<file path="config.mk">
export PLATFORM = sky130hd
export DESIGN_NAME = swec_acc
export DESIGN_NICKNAME = d
export VERILOG_FILES = /design/src/hw/rtl/sliding_window_event_counter_top_defines.svh /design/src/hw/rtl/swec_pkg.sv /design/src/hw/rtl/swec_acc.sv
export SDC_FILE = /design/constraint.sdc
export NUM_CORES = 1
export LEC_CHECK = 0
export ABC_AREA = 1
export BUFFER_PORTS_ARGS = -buffer_cell sky130_fd_sc_hd__buf_2
export CELL_PAD_IN_SITES_DETAIL_PLACEMENT = 1
export CELL_PAD_IN_SITES_GLOBAL_PLACEMENT = 2
export CORE_ASPECT_RATIO = 1.4
export CORE_MARGIN = 10
export CORE_UTILIZATION = 26
export CTS_CLUSTER_SIZE = 20
export DETAILED_ROUTE_END_ITERATION = 10
export PLACE_DENSITY = 0.91
export SLEW_MARGIN = 25
export SYNTH_ARGS = -nofsm -noshare
export SYNTH_HDL_FRONTEND = slang
export SYNTH_SLANG_ARGS = --single-unit
</file>
<file path="constraint.sdc">
create_clock -name clk_i -period 2.7 [get_ports clk_i]
set_input_delay 0 -clock clk_i [delete_from_list [all_inputs] [get_ports clk_i]]
set_output_delay 0 -clock clk_i [all_outputs]
set_load 0.02 [all_outputs]
</file>
<file path="src/hw/rtl/sliding_window_event_counter_top_defines.svh">
// Assertion macros for the sliding-window event counter.
// Used by the top level; expects clk_i and rst_ni in the including scope.
`ifndef SLIDING_WINDOW_EVENT_COUNTER_TOP_DEFINES_SVH
`define SLIDING_WINDOW_EVENT_COUNTER_TOP_DEFINES_SVH

// Plain property, sampled on the rising clock edge, off during reset.
`define SWEC_ASSERT(lbl, prop, msg) \
  lbl: assert property (@(posedge clk_i) disable iff (!rst_ni) (prop)) else $error(msg);

// Same-cycle implication, off during reset.
`define SWEC_ASSERT_IMPL(lbl, pre, post, msg) \
  lbl: assert property (@(posedge clk_i) disable iff (!rst_ni) (pre) |-> (post)) \
    else $error(msg);

`endif

</file>
<file path="src/hw/rtl/swec_pkg.sv">
// Shared types and constants for the sliding-window event counter.
// No dependencies; used by swec_ram, swec_acc and the top level.
package swec_pkg;

  localparam int unsigned NUM_KEYS   = 16;
  localparam int unsigned MAX_WINDOW = 64;
  localparam int unsigned KEY_W      = 4;
  localparam int unsigned SLOT_W     = $clog2(MAX_WINDOW);
  localparam int unsigned WIN_W      = 7;
  localparam int unsigned CNT_W      = 7;
  localparam int unsigned ADDR_W     = KEY_W + SLOT_W;
  localparam int unsigned DEPTH      = 2 ** ADDR_W;
  localparam int unsigned DATA_W     = 64;

  localparam logic [WIN_W-1:0] WinReset = WIN_W'(60);

  typedef enum logic [2:0] {
    OP_ADD  = 3'd0,
    OP_SUB  = 3'd1,
    OP_TICK = 3'd2,
    OP_SUM  = 3'd3,
    OP_READ = 3'd4
  } op_e;

  typedef enum logic [2:0] {
    ACC_CLR,
    ACC_ADD,
    ACC_SUB,
    ACC_ACCUM,
    ACC_LOAD
  } acc_mode_e;

  typedef struct packed {
    logic      en;
    acc_mode_e mode;
  } acc_ctrl_t;

  typedef struct packed {
    logic              re;
    logic              we;
    logic [ADDR_W-1:0] addr;
  } ram_req_t;

  typedef enum logic [3:0] {
    S_CLEAR,
    S_IDLE,
    S_MOD,
    S_RD,
    S_RMW,
    S_SUM_RD,
    S_SUM_ACC,
    S_TICK,
    S_OUT
  } state_e;

endpackage

</file>
<file path="src/hw/rtl/swec_acc.sv">
// Shared 64-bit add/subtract unit with its accumulator register.
// Depends on swec_pkg for the control struct and mode codes.
module swec_acc (
  input  logic                        clk_i,
  input  swec_pkg::acc_ctrl_t         ctrl_i,
  input  logic [swec_pkg::DATA_W-1:0] rdata_i,
  input  logic [swec_pkg::DATA_W-1:0] amount_i,
  output logic [swec_pkg::DATA_W-1:0] acc_o
);

  logic [swec_pkg::DATA_W-1:0] acc_q;
  logic [swec_pkg::DATA_W-1:0] acc_d;
  logic [swec_pkg::DATA_W-1:0] opa;
  logic [swec_pkg::DATA_W-1:0] opb;
  logic                        sub;
  logic [swec_pkg::DATA_W-1:0] sum;

  always_comb begin
    opa = rdata_i;
    opb = '0;
    sub = 1'b0;
    case (ctrl_i.mode)
      swec_pkg::ACC_ADD: begin
        opb = amount_i;
      end
      swec_pkg::ACC_SUB: begin
        opb = amount_i;
        sub = 1'b1;
      end
      swec_pkg::ACC_ACCUM: begin
        opa = acc_q;
        opb = rdata_i;
      end
      default: begin
        opb = '0;
      end
    endcase
  end

  // Subtract as add of the inverted operand plus one; wraps modulo 2^64.
  assign sum   = opa + (opb ^ {swec_pkg::DATA_W{sub}})
               + swec_pkg::DATA_W'(sub);
  assign acc_d = (ctrl_i.mode == swec_pkg::ACC_CLR) ? '0 : sum;

  always_ff @(posedge clk_i) begin
    if (ctrl_i.en) begin
      acc_q <= acc_d;
    end
  end

  assign acc_o = acc_q;

endmodule

</file>
==> run metrics <==
ys async rst share 0%; setup_tns -1070 ps; synth warn 0; sequential-to-total area share from yosys stat 22.2%; nets 2270; initial antenna violation count 0; Pwr per Cell Area 462 nW/µm²; I/O pin total 197; final std cells w/o fill 2524; max reg flops 64; RR Endpoint acc_o[60]; setup ws final -113 ps; die area 41100 µm²; Post-Syn Nets 1668; Final Hold Fails 0; Rel. slew slack 40.9%; Worst setup SP type register; pin count of the biggest net entering global routing 42; Pre-Repair DR Iteration Count 4; diode count 0; P&R area growth vs syn 78.4%; Reg2Reg Depth 21; TritonCTS Buffers 9; final instance area 15400 µm²; number of synthesized flops with an enable pin 64; Synth cell types 43; crit path DAT 2940 ps; Final Setup Violations 19; Total Routing Usage GR 22.9%; hold path startpoint rdata_i[0]; global-route wire length before repair 74.5 mm; final hold slack 162 ps; Worst Setup Path Type register to register; clk_skew 13.0 ps; CTS root buf clkbuf_16; Area contributors post-synth edfxtp_1 (22%), nand2_1 (19%), a21oi_1 (12%); Yosys top cell area share 22.2%; I/O Buffers 196; Final Max Tran Viols 0; most common cell in the synthesized netlist nand2_1; Synth Flop Type edfxtp_1; Seq cells post-synth 64; Tmin final 2810 ps; Avg Synthesized Cell Area 5.87 µm²; Synth Cell Area 8650 µm²; Worst Hold Class primary input to register; Starting Density 26.2%; Crit path required time 2830 ps; # DRC 0; latest clock arrival within the worst-skew pair 380 ps; Initial DRC Count 524; RSZ-0062 raised after global routing yes; placement-stage cell area 13000 µm²; gr ovfl total 0; CTS tree yes; Commonest cells post-synth nand2_1 (430), nor2_1 (217), a21oi_1 (210); antenna viol nets, final 0; Routability Congestion 0.973; die height 236 µm; Die Wd 174 µm; FMAX 356 MHz; Site Rows 79; Slew @ Worst Pin 887 ps; Reg2Reg Launch Point acc_o[0]; leakage power 7.20 nW; gate count of the mapped netlist 1472; H-tree depth 3; layout cells sized above 1 46.5%; Max IR drop VDD 276 µV; CP Capture Type register; failing checks setup timing; CTS Buffer Depth 2; hold_buf cts 0; Max Cap Violations 0; HPWL after DPL 40.5 mm; Worst-path clk slew 60 ps; Core ar. 33000 µm²; vias in the first global route 13.9k; routed len/inst 20.8 µm; post-DR vias/cell 5.16; hold endpoint acc_o[0]; fin util 46.7%; hold depth 4; CTS Sinks 64; status complete, but fails checks; DR vias 13.0k; Crit Path Max Fanout 3; R2R setup slack -110 ps; placed cells 2451; post-synth top area cell edfxtp_1; final wirelength 52.5 mm; final worst-path cycle share 104%
power by group:
group	leakage [nW]	total [mW]	internal [mW]	switching, mW
registers	0.631	1.43	1.32	0.106
logic	6.43	4.44	1.98	2.46
clock network	0.140	1.26	0.713	0.548
total	7.20	7.13	4.01	3.11
timing repair:
action / CTS / global route
pin swaps: 19 / 91
buffers inserted: 23 / 31
resized for setup: 101 / 344
setup endpoints to repair: 37 / 50
gates cloned: 0 / 7
cell families (layout without fill, tap and decap cells):
| logic type | after synthesis | in the layout | share of synthesized area [%] |
|---|---|---|---|
| AO/OA/AOI/OAI | 435 | 435 | 26.9 |
| AND/OR/NAND/NOR | 729 | 729 | 33.7 |
| XOR/XNOR | 1 | 1 | 0.101 |
| adder cells (fa/ha/maj) | 63 | 63 | 9.20 |
| buffers and inverters | 180 | 787 | 7.90 |
| flip-flops | 64 | 64 | 22.2 |
cell type report:
| class | count | area, µm² |
|---|---|---|
| Fill cell | 4332 | 17600 |
| Multi-Input combinational cell | 1228 | 7540 |
| Timing Repair Buffer | 635 | 4590 |
| Sequential cell | 64 | 1920 |
| Tap cell | 445 | 557 |
| Inverter | 136 | 526 |
| Clock buffer | 12 | 236 |
| Clock inverter | 4 | 45.0 |
worst max-delay path, cell delays in order (launching register included):
cell and delay [ps]:
edfxtp_1 410, inv_2 100, nand2_4 60, nand2_2 80, nand2_2 60, nand2_2 80
inv_2 50, fa_2 400, nand2_2 90, nand2_2 50, o21ai_2 70, inv_1 70
a21oi_2 220, inv_2 90, nand2_2 90, nand2_4 80, nand3_4 70, nand3_4 140
a21oi_4 170, nand2_1 60, nand2_1 50, nor2_1 40
layout by cell type (no fill, tap or decap), drive strengths merged, types with 2 or more instances in the layout:
cell / Yosys / layout
a211oi: 3 / 3
a21boi: 2 / 2
a21o: 15 / 15
a21oi: 211 / 211
a31o: 2 / 2
a31oi: 15 / 15
and3: 2 / 2
buf: 4 / 629
clkbuf: 40 / 18
clkinv: 0 / 4
edfxtp: 64 / 64
ha: 62 / 62
inv: 136 / 135
nand2: 447 / 447
nand3: 32 / 32
nand4: 5 / 5
nor2: 221 / 221
nor3: 10 / 10
nor4: 7 / 7
o211ai: 4 / 4
o21a: 7 / 7
o21ai: 164 / 164
o21bai: 10 / 10
layer usage:
| metal | GRT usage (%) | wire (µm) |
|---|---|---|
| met1 | 22.7 | 18900 |
| met2 | 45.0 | 28500 |
| met3 | 3.26 | 1980 |
| met4 | 11.1 | 3130 |
| met5 | 0 | 0 |
per-stage QoR:
stage | total power, mW | setup slack [ps]
floorplan | 3.02 | 61.6
finish | 7.13 | -113
detailed placement | 5.07 | -636
global placement | 4.97 | -594
CTS | 6.49 | -37.7
global route | 7.50 | -241
worst max path at each step:
stage	startpoint	cells after the start	to	slack [ps]
2_1_floorplan	ctrl_i[1]	17	acc_o[41]	60
3_3_place_gp	ctrl_i[1]	22	acc_o[61]	-590
3_5_place_dp	ctrl_i[1]	23	acc_o[44]	-640
4_1_cts	ctrl_i[1]	25	acc_o[59]	-40
5_1_grt	ctrl_i[0]	21	acc_o[60]	-240
6_report	acc_o[0]	21	acc_o[60]	-110
Power figures use the tool's default switching activity.
